--- config.mk ---
export PLATFORM = sky130hd
export DESIGN_NAME = accel_motion_event_classifier_flat
export DESIGN_NICKNAME = d
export VERILOG_FILES = /design/src/hw/rtl/amec_pkg.sv /design/src/hw/rtl/amec_in_if.sv /design/src/hw/rtl/amec_out_if.sv /design/src/hw/rtl/amec_avg_div.sv /design/src/hw/rtl/accel_motion_event_classifier.sv /design/src/flat_wrapper.sv
export SDC_FILE = /design/constraint.sdc
export NUM_CORES = 1
export LEC_CHECK = 0
export BUFFER_PORTS_ARGS = -buffer_cell sky130_fd_sc_hd__clkbuf_2
export CAP_MARGIN = 40
export CORE_ASPECT_RATIO = 1.4
export CORE_MARGIN = 1.5
export CORE_UTILIZATION = 65
export CTS_CLUSTER_SIZE = 30
export DETAILED_ROUTE_END_ITERATION = 7
export GPL_TIMING_DRIVEN = 0
export PLACE_DENSITY = 0.95
export SYNTH_ARGS = -nofsm -noshare
export SYNTH_HDL_FRONTEND = slang
export SYNTH_SLANG_ARGS = --single-unit
--- constraint.sdc ---
create_clock -name clk -period 12.1 [get_ports clk]
set_clock_uncertainty 0.2 [all_clocks]
set_input_delay 2.42 -clock clk [delete_from_list [all_inputs] [get_ports clk]]
set_output_delay 2.42 -clock clk [all_outputs]
set_load 0.05 [all_outputs]
--- src/hw/rtl/amec_pkg.sv ---
// Shared widths, reset values and codes of the motion event classifier.
package amec_pkg;

  localparam int DATA_W        = 10;
  localparam int TILT_THR_W    = 9;
  localparam int SHAKE_THR_W   = 10;
  localparam int CFG_W         = 10;
  localparam int CFG_IDX_W     = 1;
  localparam int AXES_W        = 2;
  localparam int AVG_LEN_DEF   = 8;

  localparam logic [TILT_THR_W-1:0]  TILT_THR_RST  = TILT_THR_W'(100);
  localparam logic [SHAKE_THR_W-1:0] SHAKE_THR_RST = SHAKE_THR_W'(200);

  typedef enum logic [CFG_IDX_W-1:0] {
    CFG_TILT_THR  = 1'b0,
    CFG_SHAKE_THR = 1'b1
  } cfg_index_t;

  typedef enum logic [2:0] {
    EV_NONE       = 3'd0,
    EV_TILT       = 3'd1,
    EV_TAP        = 3'd2,
    EV_DOUBLE_TAP = 3'd3,
    EV_SHAKE      = 3'd4
  } event_code_t;

  typedef logic signed [DATA_W-1:0] sample_t;

endpackage

--- src/hw/rtl/amec_in_if.sv ---
// Sample channel: valid/ready handshake with one accelerometer sample and sensor flags.
interface amec_in_if;
  logic                valid;
  logic                ready;
  amec_pkg::sample_t   sample_x;
  amec_pkg::sample_t   sample_y;
  amec_pkg::sample_t   sample_z;
  logic                interrupt_pending;
  logic                tap_flag;
  logic                double_tap_flag;
  logic                activity_flag;
  logic                inactivity_flag;

  modport source (
    output valid, sample_x, sample_y, sample_z, interrupt_pending, tap_flag,
           double_tap_flag, activity_flag, inactivity_flag,
    input  ready
  );

  modport sink (
    input  valid, sample_x, sample_y, sample_z, interrupt_pending, tap_flag,
           double_tap_flag, activity_flag, inactivity_flag,
    output ready
  );
endinterface

--- src/hw/rtl/amec_out_if.sv ---
// Event channel: valid/ready handshake with one classified result.
interface amec_out_if;
  logic                            valid;
  logic                            ready;
  amec_pkg::event_code_t           event_code;
  logic [amec_pkg::AXES_W-1:0]     tilt_axes;
  logic                            is_active;
  amec_pkg::sample_t               filtered_x;
  amec_pkg::sample_t               filtered_y;
  amec_pkg::sample_t               filtered_z;

  modport source (
    output valid, event_code, tilt_axes, is_active, filtered_x, filtered_y, filtered_z,
    input  ready
  );

  modport sink (
    input  valid, event_code, tilt_axes, is_active, filtered_x, filtered_y, filtered_z,
    output ready
  );
endinterface

--- src/hw/rtl/amec_avg_div.sv ---
// Truncating divide of a running sum by the window length via an exact reciprocal multiply.
module amec_avg_div #(
  parameter int AVG_LEN = amec_pkg::AVG_LEN_DEF,
  parameter int SUM_W   = amec_pkg::DATA_W + $clog2(AVG_LEN) + 1
) (
  input  logic                              clk,
  input  logic                              en,
  input  logic signed [SUM_W-1:0]           sum,
  output logic [amec_pkg::DATA_W-1:0]       quot,
  output logic                              neg
);

  localparam int AW     = SUM_W - 1;
  localparam int SHIFT  = amec_pkg::DATA_W + 2 * $clog2(AVG_LEN);
  localparam int RECIP  = ((1 << SHIFT) + AVG_LEN - 1) / AVG_LEN;
  localparam int PW     = AW + SHIFT + 1;

  logic [AW-1:0] mag;
  logic [PW-1:0] prod;

  assign mag  = sum[SUM_W-1] ? AW'(-sum) : AW'(sum);
  assign prod = PW'(mag) * PW'(RECIP);

  always_ff @(posedge clk) begin
    if (en) begin
      quot <= prod[SHIFT +: amec_pkg::DATA_W];
      neg  <= sum[SUM_W-1];
    end
  end

endmodule

--- src/hw/rtl/accel_motion_event_classifier.sv ---
// Motion event classifier top level: moving-average filter, tilt, tap/shake and activity.
//
// One sample is transferred per cycle; its result passes through stage 1, the running sums,
// the divided averages and the output register before it is presented. The pipeline keeps
// that pace as long as results are taken. The per-axis history lives in one memory of
// AVERAGE_LENGTH entries with one read and one write per sample, and the running sums are
// updated once per sample from the entry that the new sample replaces, so the sample rate
// is bound by that single read-modify-write of the history memory. Entries never written
// since reset read as zero through per-entry valid bits, so no clearing pass is needed and
// samples are taken right after reset.
module accel_motion_event_classifier #(
  parameter int AVERAGE_LENGTH = amec_pkg::AVG_LEN_DEF
) (
  input  logic                              clk,
  input  logic                              rst,
  input  logic                              wr_en,
  input  logic [amec_pkg::CFG_IDX_W-1:0]    wr_index,
  input  logic [amec_pkg::CFG_W-1:0]        wr_data,
  amec_in_if.sink                           samples,
  amec_out_if.source                        events
);

  localparam int DW      = amec_pkg::DATA_W;
  localparam int POS_W   = (AVERAGE_LENGTH > 1) ? $clog2(AVERAGE_LENGTH) : 1;
  localparam int SUM_W   = DW + $clog2(AVERAGE_LENGTH) + 1;
  localparam int ENTRY_W = 3 * DW;
  localparam logic [POS_W-1:0] POS_LAST = POS_W'(AVERAGE_LENGTH - 1);
  localparam logic signed [SUM_W-1:0] SUM_MIN = SUM_W'(-(1 << (DW - 1)) * AVERAGE_LENGTH);
  localparam logic signed [SUM_W-1:0] SUM_MAX = SUM_W'(((1 << (DW - 1)) - 1) * AVERAGE_LENGTH);

  logic [amec_pkg::TILT_THR_W-1:0]  tilt_thr;
  logic [amec_pkg::SHAKE_THR_W-1:0] shake_thr;

  logic                  accept, s2_ld, s3_ld, out_ld;
  logic [POS_W-1:0]      ring_pos, pos_next;
  amec_pkg::sample_t     prev_x, prev_y;
  logic                  active, active_next;

  logic signed [DW:0]    diff_x, diff_y;
  logic [DW:0]           dx, dy, thr_ext;
  amec_pkg::event_code_t ev_in;

  logic                  s1_valid, s1_active, s1_fwd, s1_rd_valid;
  logic [POS_W-1:0]      s1_pos;
  amec_pkg::sample_t     s1_x, s1_y, s1_z;
  amec_pkg::event_code_t s1_ev;
  logic [ENTRY_W-1:0]    s1_rd_data, s1_fwd_data, old_entry;
  amec_pkg::sample_t     old_x, old_y, old_z;

  logic [ENTRY_W-1:0]    ring [AVERAGE_LENGTH];
  logic [AVERAGE_LENGTH-1:0] ring_vld;

  logic signed [SUM_W-1:0] sum_x, sum_y, sum_z;
  logic signed [SUM_W-1:0] sum_x_next, sum_y_next, sum_z_next;

  logic                  s2_valid, s2_active;
  amec_pkg::event_code_t s2_ev;
  logic                  s3_valid, s3_active;
  amec_pkg::event_code_t s3_ev;
  logic [DW-1:0]         q_x, q_y, q_z;
  logic                  neg_x, neg_y, neg_z;

  logic [amec_pkg::AXES_W-1:0] axes;
  amec_pkg::event_code_t       code;

  // Handshake and stage advance
  assign out_ld        = s3_valid && (!events.valid || events.ready);
  assign s3_ld         = s2_valid && (!s3_valid || out_ld);
  assign s2_ld         = s1_valid && (!s2_valid || s3_ld);
  assign samples.ready = !s1_valid || s2_ld;
  assign accept        = samples.valid && samples.ready;

  // Configuration registers
  always_ff @(posedge clk) begin
    if (rst) begin
      tilt_thr  <= amec_pkg::TILT_THR_RST;
      shake_thr <= amec_pkg::SHAKE_THR_RST;
    end else if (wr_en) begin
      unique case (amec_pkg::cfg_index_t'(wr_index))
        amec_pkg::CFG_TILT_THR:  tilt_thr  <= wr_data[amec_pkg::TILT_THR_W-1:0];
        amec_pkg::CFG_SHAKE_THR: shake_thr <= wr_data[amec_pkg::SHAKE_THR_W-1:0];
        default: ;
      endcase
    end
  end

  // Deltas, tap/shake classification and activity at transfer
  assign diff_x  = (DW+1)'(samples.sample_x) - (DW+1)'(prev_x);
  assign diff_y  = (DW+1)'(samples.sample_y) - (DW+1)'(prev_y);
  assign dx      = diff_x[DW] ? (DW+1)'(-diff_x) : (DW+1)'(diff_x);
  assign dy      = diff_y[DW] ? (DW+1)'(-diff_y) : (DW+1)'(diff_y);
  assign thr_ext = (DW+1)'(shake_thr);

  always_comb begin
    ev_in = amec_pkg::EV_NONE;
    if (samples.interrupt_pending) begin
      if (dx < thr_ext && dy < thr_ext) begin
        if (samples.tap_flag) begin
          ev_in = samples.double_tap_flag ? amec_pkg::EV_DOUBLE_TAP : amec_pkg::EV_TAP;
        end
      end else if (dx > thr_ext || dy > thr_ext) begin
        ev_in = amec_pkg::EV_SHAKE;
      end
    end
  end

  assign active_next = samples.interrupt_pending ?
                       ((active || samples.activity_flag) && !samples.inactivity_flag) :
                       active;
  assign pos_next    = (ring_pos == POS_LAST) ? '0 : ring_pos + 1'b1;

  always_ff @(posedge clk) begin
    if (rst) begin
      ring_pos <= '0;
      prev_x   <= '0;
      prev_y   <= '0;
      active   <= 1'b0;
    end else if (accept) begin
      ring_pos <= pos_next;
      prev_x   <= samples.sample_x;
      prev_y   <= samples.sample_y;
      active   <= active_next;
    end
  end

  // History memory: read the entry being replaced, write back one stage later
  always_ff @(posedge clk) begin
    if (s2_ld) begin
      ring[s1_pos] <= {s1_z, s1_y, s1_x};
    end
    if (accept) begin
      s1_rd_data <= ring[pos_next];
    end
  end

  always_ff @(posedge clk) begin
    if (rst) begin
      ring_vld <= '0;
    end else if (s2_ld) begin
      ring_vld[s1_pos] <= 1'b1;
    end
  end

  // Stage 1: sample registered, old entry arriving from memory
  always_ff @(posedge clk) begin
    if (rst) begin
      s1_valid <= 1'b0;
    end else if (accept) begin
      s1_valid <= 1'b1;
    end else if (s2_ld) begin
      s1_valid <= 1'b0;
    end
  end

  always_ff @(posedge clk) begin
    if (accept) begin
      s1_pos      <= pos_next;
      s1_x        <= samples.sample_x;
      s1_y        <= samples.sample_y;
      s1_z        <= samples.sample_z;
      s1_ev       <= ev_in;
      s1_active   <= active_next;
      s1_rd_valid <= ring_vld[pos_next];
      s1_fwd      <= s2_ld && (s1_pos == pos_next);
      s1_fwd_data <= {s1_z, s1_y, s1_x};
    end
  end

  assign old_entry = s1_fwd ? s1_fwd_data : (s1_rd_valid ? s1_rd_data : '0);
  assign old_x     = old_entry[0*DW +: DW];
  assign old_y     = old_entry[1*DW +: DW];
  assign old_z     = old_entry[2*DW +: DW];

  assign sum_x_next = sum_x + SUM_W'(s1_x) - SUM_W'(old_x);
  assign sum_y_next = sum_y + SUM_W'(s1_y) - SUM_W'(old_y);
  assign sum_z_next = sum_z + SUM_W'(s1_z) - SUM_W'(old_z);

  // Stage 2: running sums
  always_ff @(posedge clk) begin
    if (rst) begin
      sum_x    <= '0;
      sum_y    <= '0;
      sum_z    <= '0;
      s2_valid <= 1'b0;
    end else begin
      if (s2_ld) begin
        sum_x <= sum_x_next;
        sum_y <= sum_y_next;
        sum_z <= sum_z_next;
      end
      if (s2_ld) begin
        s2_valid <= 1'b1;
      end else if (s3_ld) begin
        s2_valid <= 1'b0;
      end
    end
  end

  always_ff @(posedge clk) begin
    if (s2_ld) begin
      s2_ev     <= s1_ev;
      s2_active <= s1_active;
    end
  end

  // Stage 3: divided averages
  amec_avg_div #(.AVG_LEN(AVERAGE_LENGTH), .SUM_W(SUM_W)) u_div_x (
    .clk(clk), .en(s3_ld), .sum(sum_x), .quot(q_x), .neg(neg_x)
  );
  amec_avg_div #(.AVG_LEN(AVERAGE_LENGTH), .SUM_W(SUM_W)) u_div_y (
    .clk(clk), .en(s3_ld), .sum(sum_y), .quot(q_y), .neg(neg_y)
  );
  amec_avg_div #(.AVG_LEN(AVERAGE_LENGTH), .SUM_W(SUM_W)) u_div_z (
    .clk(clk), .en(s3_ld), .sum(sum_z), .quot(q_z), .neg(neg_z)
  );

  always_ff @(posedge clk) begin
    if (rst) begin
      s3_valid <= 1'b0;
    end else if (s3_ld) begin
      s3_valid <= 1'b1;
    end else if (out_ld) begin
      s3_valid <= 1'b0;
    end
  end

  always_ff @(posedge clk) begin
    if (s3_ld) begin
      s3_ev     <= s2_ev;
      s3_active <= s2_active;
    end
  end

  // Output register: tilt and final event code
  assign axes[0] = q_x > DW'(tilt_thr);
  assign axes[1] = q_y > DW'(tilt_thr);
  assign code    = (s3_ev != amec_pkg::EV_NONE) ? s3_ev :
                   ((axes != '0) ? amec_pkg::EV_TILT : amec_pkg::EV_NONE);

  always_ff @(posedge clk) begin
    if (rst) begin
      events.valid <= 1'b0;
    end else if (out_ld) begin
      events.valid <= 1'b1;
    end else if (events.ready) begin
      events.valid <= 1'b0;
    end
  end

  always_ff @(posedge clk) begin
    if (out_ld) begin
      events.event_code <= code;
      events.tilt_axes  <= axes;
      events.is_active  <= s3_active;
      events.filtered_x <= neg_x ? DW'(-q_x) : q_x;
      events.filtered_y <= neg_y ? DW'(-q_y) : q_y;
      events.filtered_z <= neg_z ? DW'(-q_z) : q_z;
    end
  end

  a_sum_range: assert property (@(posedge clk) disable iff (rst)
    sum_x >= SUM_MIN && sum_x <= SUM_MAX)
    else $error("running X sum out of window range");

  a_pos_range: assert property (@(posedge clk) disable iff (rst)
    ring_pos <= POS_LAST)
    else $error("ring position past window end");

  a_tilt_code: assert property (@(posedge clk) disable iff (rst)
    events.valid && events.tilt_axes != '0 |-> events.event_code != amec_pkg::EV_NONE)
    else $error("tilted axes reported without an event");

  a_inactive: assert property (@(posedge clk) disable iff (rst)
    accept && samples.interrupt_pending && samples.inactivity_flag |=> !active)
    else $error("inactivity did not clear active state");

endmodule

--- src/flat_wrapper.sv ---
// flat-port wrapper written by rule: the top's interface ports become plain ports
module accel_motion_event_classifier_flat 
#(
  parameter int AVERAGE_LENGTH = amec_pkg::AVG_LEN_DEF
)
  (clk, rst, wr_en, wr_index, wr_data, samples_valid, samples_sample_x, samples_sample_y, samples_sample_z, samples_interrupt_pending, samples_tap_flag, samples_double_tap_flag, samples_activity_flag, samples_inactivity_flag, samples_ready, events_valid, events_event_code, events_tilt_axes, events_is_active, events_filtered_x, events_filtered_y, events_filtered_z, events_ready);
  amec_in_if samples_i ();
  amec_out_if events_i ();
  input  logic clk;
  input  logic rst;
  input  logic wr_en;
  input  logic [amec_pkg::CFG_IDX_W-1:0] wr_index;
  input  logic [amec_pkg::CFG_W-1:0] wr_data;
  input wire logic [$bits(samples_i.valid)-1:0] samples_valid;
  input wire logic [$bits(samples_i.sample_x)-1:0] samples_sample_x;
  input wire logic [$bits(samples_i.sample_y)-1:0] samples_sample_y;
  input wire logic [$bits(samples_i.sample_z)-1:0] samples_sample_z;
  input wire logic [$bits(samples_i.interrupt_pending)-1:0] samples_interrupt_pending;
  input wire logic [$bits(samples_i.tap_flag)-1:0] samples_tap_flag;
  input wire logic [$bits(samples_i.double_tap_flag)-1:0] samples_double_tap_flag;
  input wire logic [$bits(samples_i.activity_flag)-1:0] samples_activity_flag;
  input wire logic [$bits(samples_i.inactivity_flag)-1:0] samples_inactivity_flag;
  output wire logic [$bits(samples_i.ready)-1:0] samples_ready;
  output wire logic [$bits(events_i.valid)-1:0] events_valid;
  output wire logic [$bits(events_i.event_code)-1:0] events_event_code;
  output wire logic [$bits(events_i.tilt_axes)-1:0] events_tilt_axes;
  output wire logic [$bits(events_i.is_active)-1:0] events_is_active;
  output wire logic [$bits(events_i.filtered_x)-1:0] events_filtered_x;
  output wire logic [$bits(events_i.filtered_y)-1:0] events_filtered_y;
  output wire logic [$bits(events_i.filtered_z)-1:0] events_filtered_z;
  input wire logic [$bits(events_i.ready)-1:0] events_ready;
  assign samples_i.valid = samples_valid;
  assign samples_i.sample_x = samples_sample_x;
  assign samples_i.sample_y = samples_sample_y;
  assign samples_i.sample_z = samples_sample_z;
  assign samples_i.interrupt_pending = samples_interrupt_pending;
  assign samples_i.tap_flag = samples_tap_flag;
  assign samples_i.double_tap_flag = samples_double_tap_flag;
  assign samples_i.activity_flag = samples_activity_flag;
  assign samples_i.inactivity_flag = samples_inactivity_flag;
  assign samples_ready = samples_i.ready;
  assign events_valid = events_i.valid;
  assign events_event_code = events_i.event_code;
  assign events_tilt_axes = events_i.tilt_axes;
  assign events_is_active = events_i.is_active;
  assign events_filtered_x = events_i.filtered_x;
  assign events_filtered_y = events_i.filtered_y;
  assign events_filtered_z = events_i.filtered_z;
  assign events_i.ready = events_ready;
  accel_motion_event_classifier #(.AVERAGE_LENGTH(AVERAGE_LENGTH)) u_core (.clk(clk), .rst(rst), .wr_en(wr_en), .wr_index(wr_index), .wr_data(wr_data), .samples(samples_i), .events(events_i));
endmodule
==> impl_metrics.py <==
metrics = {
    "yosys": {
        "synth.distinct_cells": 64,
        "synth_flop_cell": "edfxtp_1",
        "postSynthAreaPerCell_sq_um": 12.3,
        "syn_area_sq_um": 24400,
        "ys_seq_elements": 513,
        "synthArstFlopShare_pct": 0,
        "synth_cells": 1986,
        "ys_seq_area_share_pct": 59.2,
        "synth-edff-count": 416,
        "netlist.area_leader.share_pct": 51.3,
        "yosys-top-cells-area": "edfxtp_1, dfxtp_1, ha_1, fa_1, xnor2_1",
        "ys_warn_count": 0,
        "synth_top_area_cell": "edfxtp_1",
        "synthesis.nets": 2185,
    },
    "run_status": {
        "outcome": "finished, violations left",
        "violations": "DRC",
    },
    "setup_path": {
        "crit_fanout": 6,
        "crit_required_ps": 9480,
        "cp.arrival_ps": 3770,
        "r2r.worst_path.cells": 14,
        "critical-path-top-delay-family": "simple AND/OR/NAND/NOR gates",
        "critPathKind": "input pin to primary output",
        "crit_buf_inv": 2,
        "max_stage_delay_ps": 560,
        "cp_slowest_cell": "nor2b_1",
        "cp-start-kind": "input pin",
        "crit_chain": "clkbuf_2 > nor2b_1 > nand4_1 > clkbuf_2",
        "path_depth": 4,
        "end_kind": "primary output",
        "cpMostUsedCell": "clkbuf_2",
    },
    "cts": {
        "post-cts-setup-buffers": 0,
        "cts_hold_buf": 0,
        "clk_latency_ps": 610,
        "clock-sinks": 513,
        "cts_buffers": 47,
        "cts_tree": "built",
        "path_clk_slew_ps": 60,
        "cts-htree-levels": 2,
        "clock-root-buffer": "clkbuf_16",
        "clk_path_buf_depth": 3,
        "post_cts_resize_count": 0,
    },
    "die": {
        "dieArea_sq_um": 38700,
        "start_util_pct": 66.3,
        "die_w_um": 167,
        "ios": 89,
        "core_area_sq_um": 36800,
        "fp.dieH_um": 232,
        "rows": 83,
    },
    "routing": {
        "top_layer_used": "met4",
        "viasPerCell": 6.55,
        "ant_nets": 0,
        "route.detailed.drc": 15,
        "wl_met2_um": 31300,
        "drt_wl_total_um": 62800,
        "drt_pass1_iterations": 8,
        "drt-initial-drc-count": 2255,
        "route.met3.wl_um": 6060,
        "wl_met1_um": 20700,
        "wire_per_inst_um": 23.7,
        "vias": 17400,
    },
    "sta": {
        "finalHoldViolCount": 0,
        "clock.fmax_mhz": 157,
        "period_share_pct": 52.8,
        "finalCriticalPeriod_ps": 6390,
        "setup_viol": 0,
        "setup-tns-final_ps": 0,
        "rsz0062_at_grt": "no",
        "whs_ps": 214,
        "slew_headroom_pct": 36.6,
        "tightestPinTransition_ps": 946,
        "slew_violations": 0,
    },
    "hold_path": {
        "worstHoldPathCells": 0,
        "hp-class": "flop to flop",
    },
    "placement": {
        "gp_congestion": 0.918,
        "dp_hpwl_um": 42200,
        "portBuffers": 87,
    },
    "final_layout": {
        "final_common_cell": "edfxtp_1",
        "final_cell_mix": "edfxtp_1, inv_1, nand2_1",
        "multi_input_area_sq_um": 8920,
        "n_antenna_cell": 0,
        "area_growth_pct": 12.0,
        "final_layout_size_suffix_gt1_share_pct": 11.5,
        "fillCellCount": 2073,
        "nets": 2347,
        "seq_area_sq_um": 14400,
    },
    "grt": {
        "grt_overflow": 0,
        "grt_usage_pct": 32.8,
        "grt_pass1_vias": 17600,
        "grt_pass1_wl_um": 96300,
        "antenna_found_initial": 0,
        "grt_max_degree": 70,
    },
    "power_and_ir_drop": {
        "leakage_nw": 10.2,
        "cellPowerDensity_nw_per_um2": 175,
        "ir_drop_uv": 132,
    },
    "job": {
        "drv_cap": 0,
    },
}
cell usage after synthesis, types with 6 or more instances:
cell,instances
nand4_1,10
or4_4,6
nand2_1,183
o221ai_1,16
nor3_1,25
or4_1,6
nor2b_1,35
a21o_1,14
a21oi_1,97
o31ai_1,33
edfxtp_1,416
nor2_1,139
xnor2_1,92
xor2_1,24
dfxtp_1,97
or3_4,6
inv_1,210
buf_1,10
nand3_1,12
mux4_2,31
fa_1,41
a31oi_1,29
a211oi_1,33
o211ai_1,9
ha_1,107
nand2b_1,16
o21ai_0,71
a22o_1,36
or3_1,10
clkbuf_1,63
o22ai_1,17
o21a_1,21
path summary, 6_finish.rpt:
kind | startpoint | to | slack [ps]
max | events_ready | samples_ready | 5710
min | u_core.s3_active | u_core.events.is_active | 210
max reg2reg | u_core.s1_fwd | u_core.sum_z[12] | 7100
min reg2reg | u_core.s3_active | u_core.events.is_active | 210
worst register-to-register path, delay by kind of cell, from the launching register on:
| family | cells | cell delay, ps |
|---|---|---|
| adder cells (fa/ha/maj) | 2 | 700 |
| XOR/XNOR | 1 | 110 |
| buffers and inverters | 3 | 1130 |
| flip-flops | 1 | 550 |
| AND/OR/NAND/NOR | 3 | 940 |
| AO/OA/AOI/OAI | 5 | 1250 |
per-stage QoR:
stage | setup slack, ps | total power, W | cells | area [sq um] | utilization, %
floorplan | 5140 | 0.00301 | 1986 | 24400 | -
global placement | 3200 | 0.00321 | 2540 | 25400 | 69.1
detailed placement | 5320 | 0.00329 | 2565 | 25800 | 70.1
CTS | 5730 | 0.00476 | 2650 | 27300 | 74.2
global route | 5560 | 0.00497 | 2651 | 27300 | 74.2
finish | 5710 | 0.00479 | 2651 | 27300 | 74.2
kinds of logic (layout without fill, tap and decap cells):
| logic type | after synthesis | count (layout) | share of synthesized area (%) |
|---|---|---|---|
| xor+xnor | 116 | 116 | 4.17 |
| fa+ha+maj | 148 | 148 | 8.86 |
| flops | 513 | 513 | 59.2 |
| buf+inv | 286 | 484 | 4.42 |
| simple gates | 478 | 478 | 9.19 |
| mux | 35 | 35 | 3.05 |
| compound gates | 410 | 410 | 11.1 |
layout make-up:
type | instances | area share [%]
Inverter | 211 | 2.90
Multi-Input combinational cell | 1187 | 32.7
Buffer | 75 | 1.05
Clock buffer | 50 | 4.35
Tap cell | 467 | 2.14
Timing Repair Buffer | 113 | 2.77
Sequential cell | 513 | 52.9
Clock inverter | 35 | 1.21
report_power, final:
group,internal [W],switching [W]
clock network,0.000787,0.000673
logic,0.000499,0.000686
registers,0.00204,0.000108
total,0.00332,0.00147
per-layer routing:
layer  up-vias  global-route usage [%]
met5         -                       0
met4         0                    22.6
met3       394                    6.32
met2      1297                    57.5
met1      8181                    36.3
li1       7479                       -
state kept, by name (all words and copies together), names as in the netlist, 8 cells and up:
name / flops
u_core.ring_vld: 8
u_core.events.filtered_y: 10
u_core.u_div_y.quot: 10
u_core.prev_x: 10
u_core.ring: 240
u_core.u_div_z.quot: 10
u_core.u_div_x.quot: 10
u_core.tilt_thr: 9
u_core.s1_z: 10
u_core.events.filtered_x: 10
u_core.prev_y: 10
u_core.events.filtered_z: 10
u_core.s1_fwd_data: 30
u_core.sum_x: 14
u_core.sum_y: 14
u_core.s1_x: 10
u_core.s1_rd_data: 30
u_core.s1_y: 10
u_core.sum_z: 14
u_core.shake_thr: 10
No activity file was read; power rests on OpenSTA's default activity.
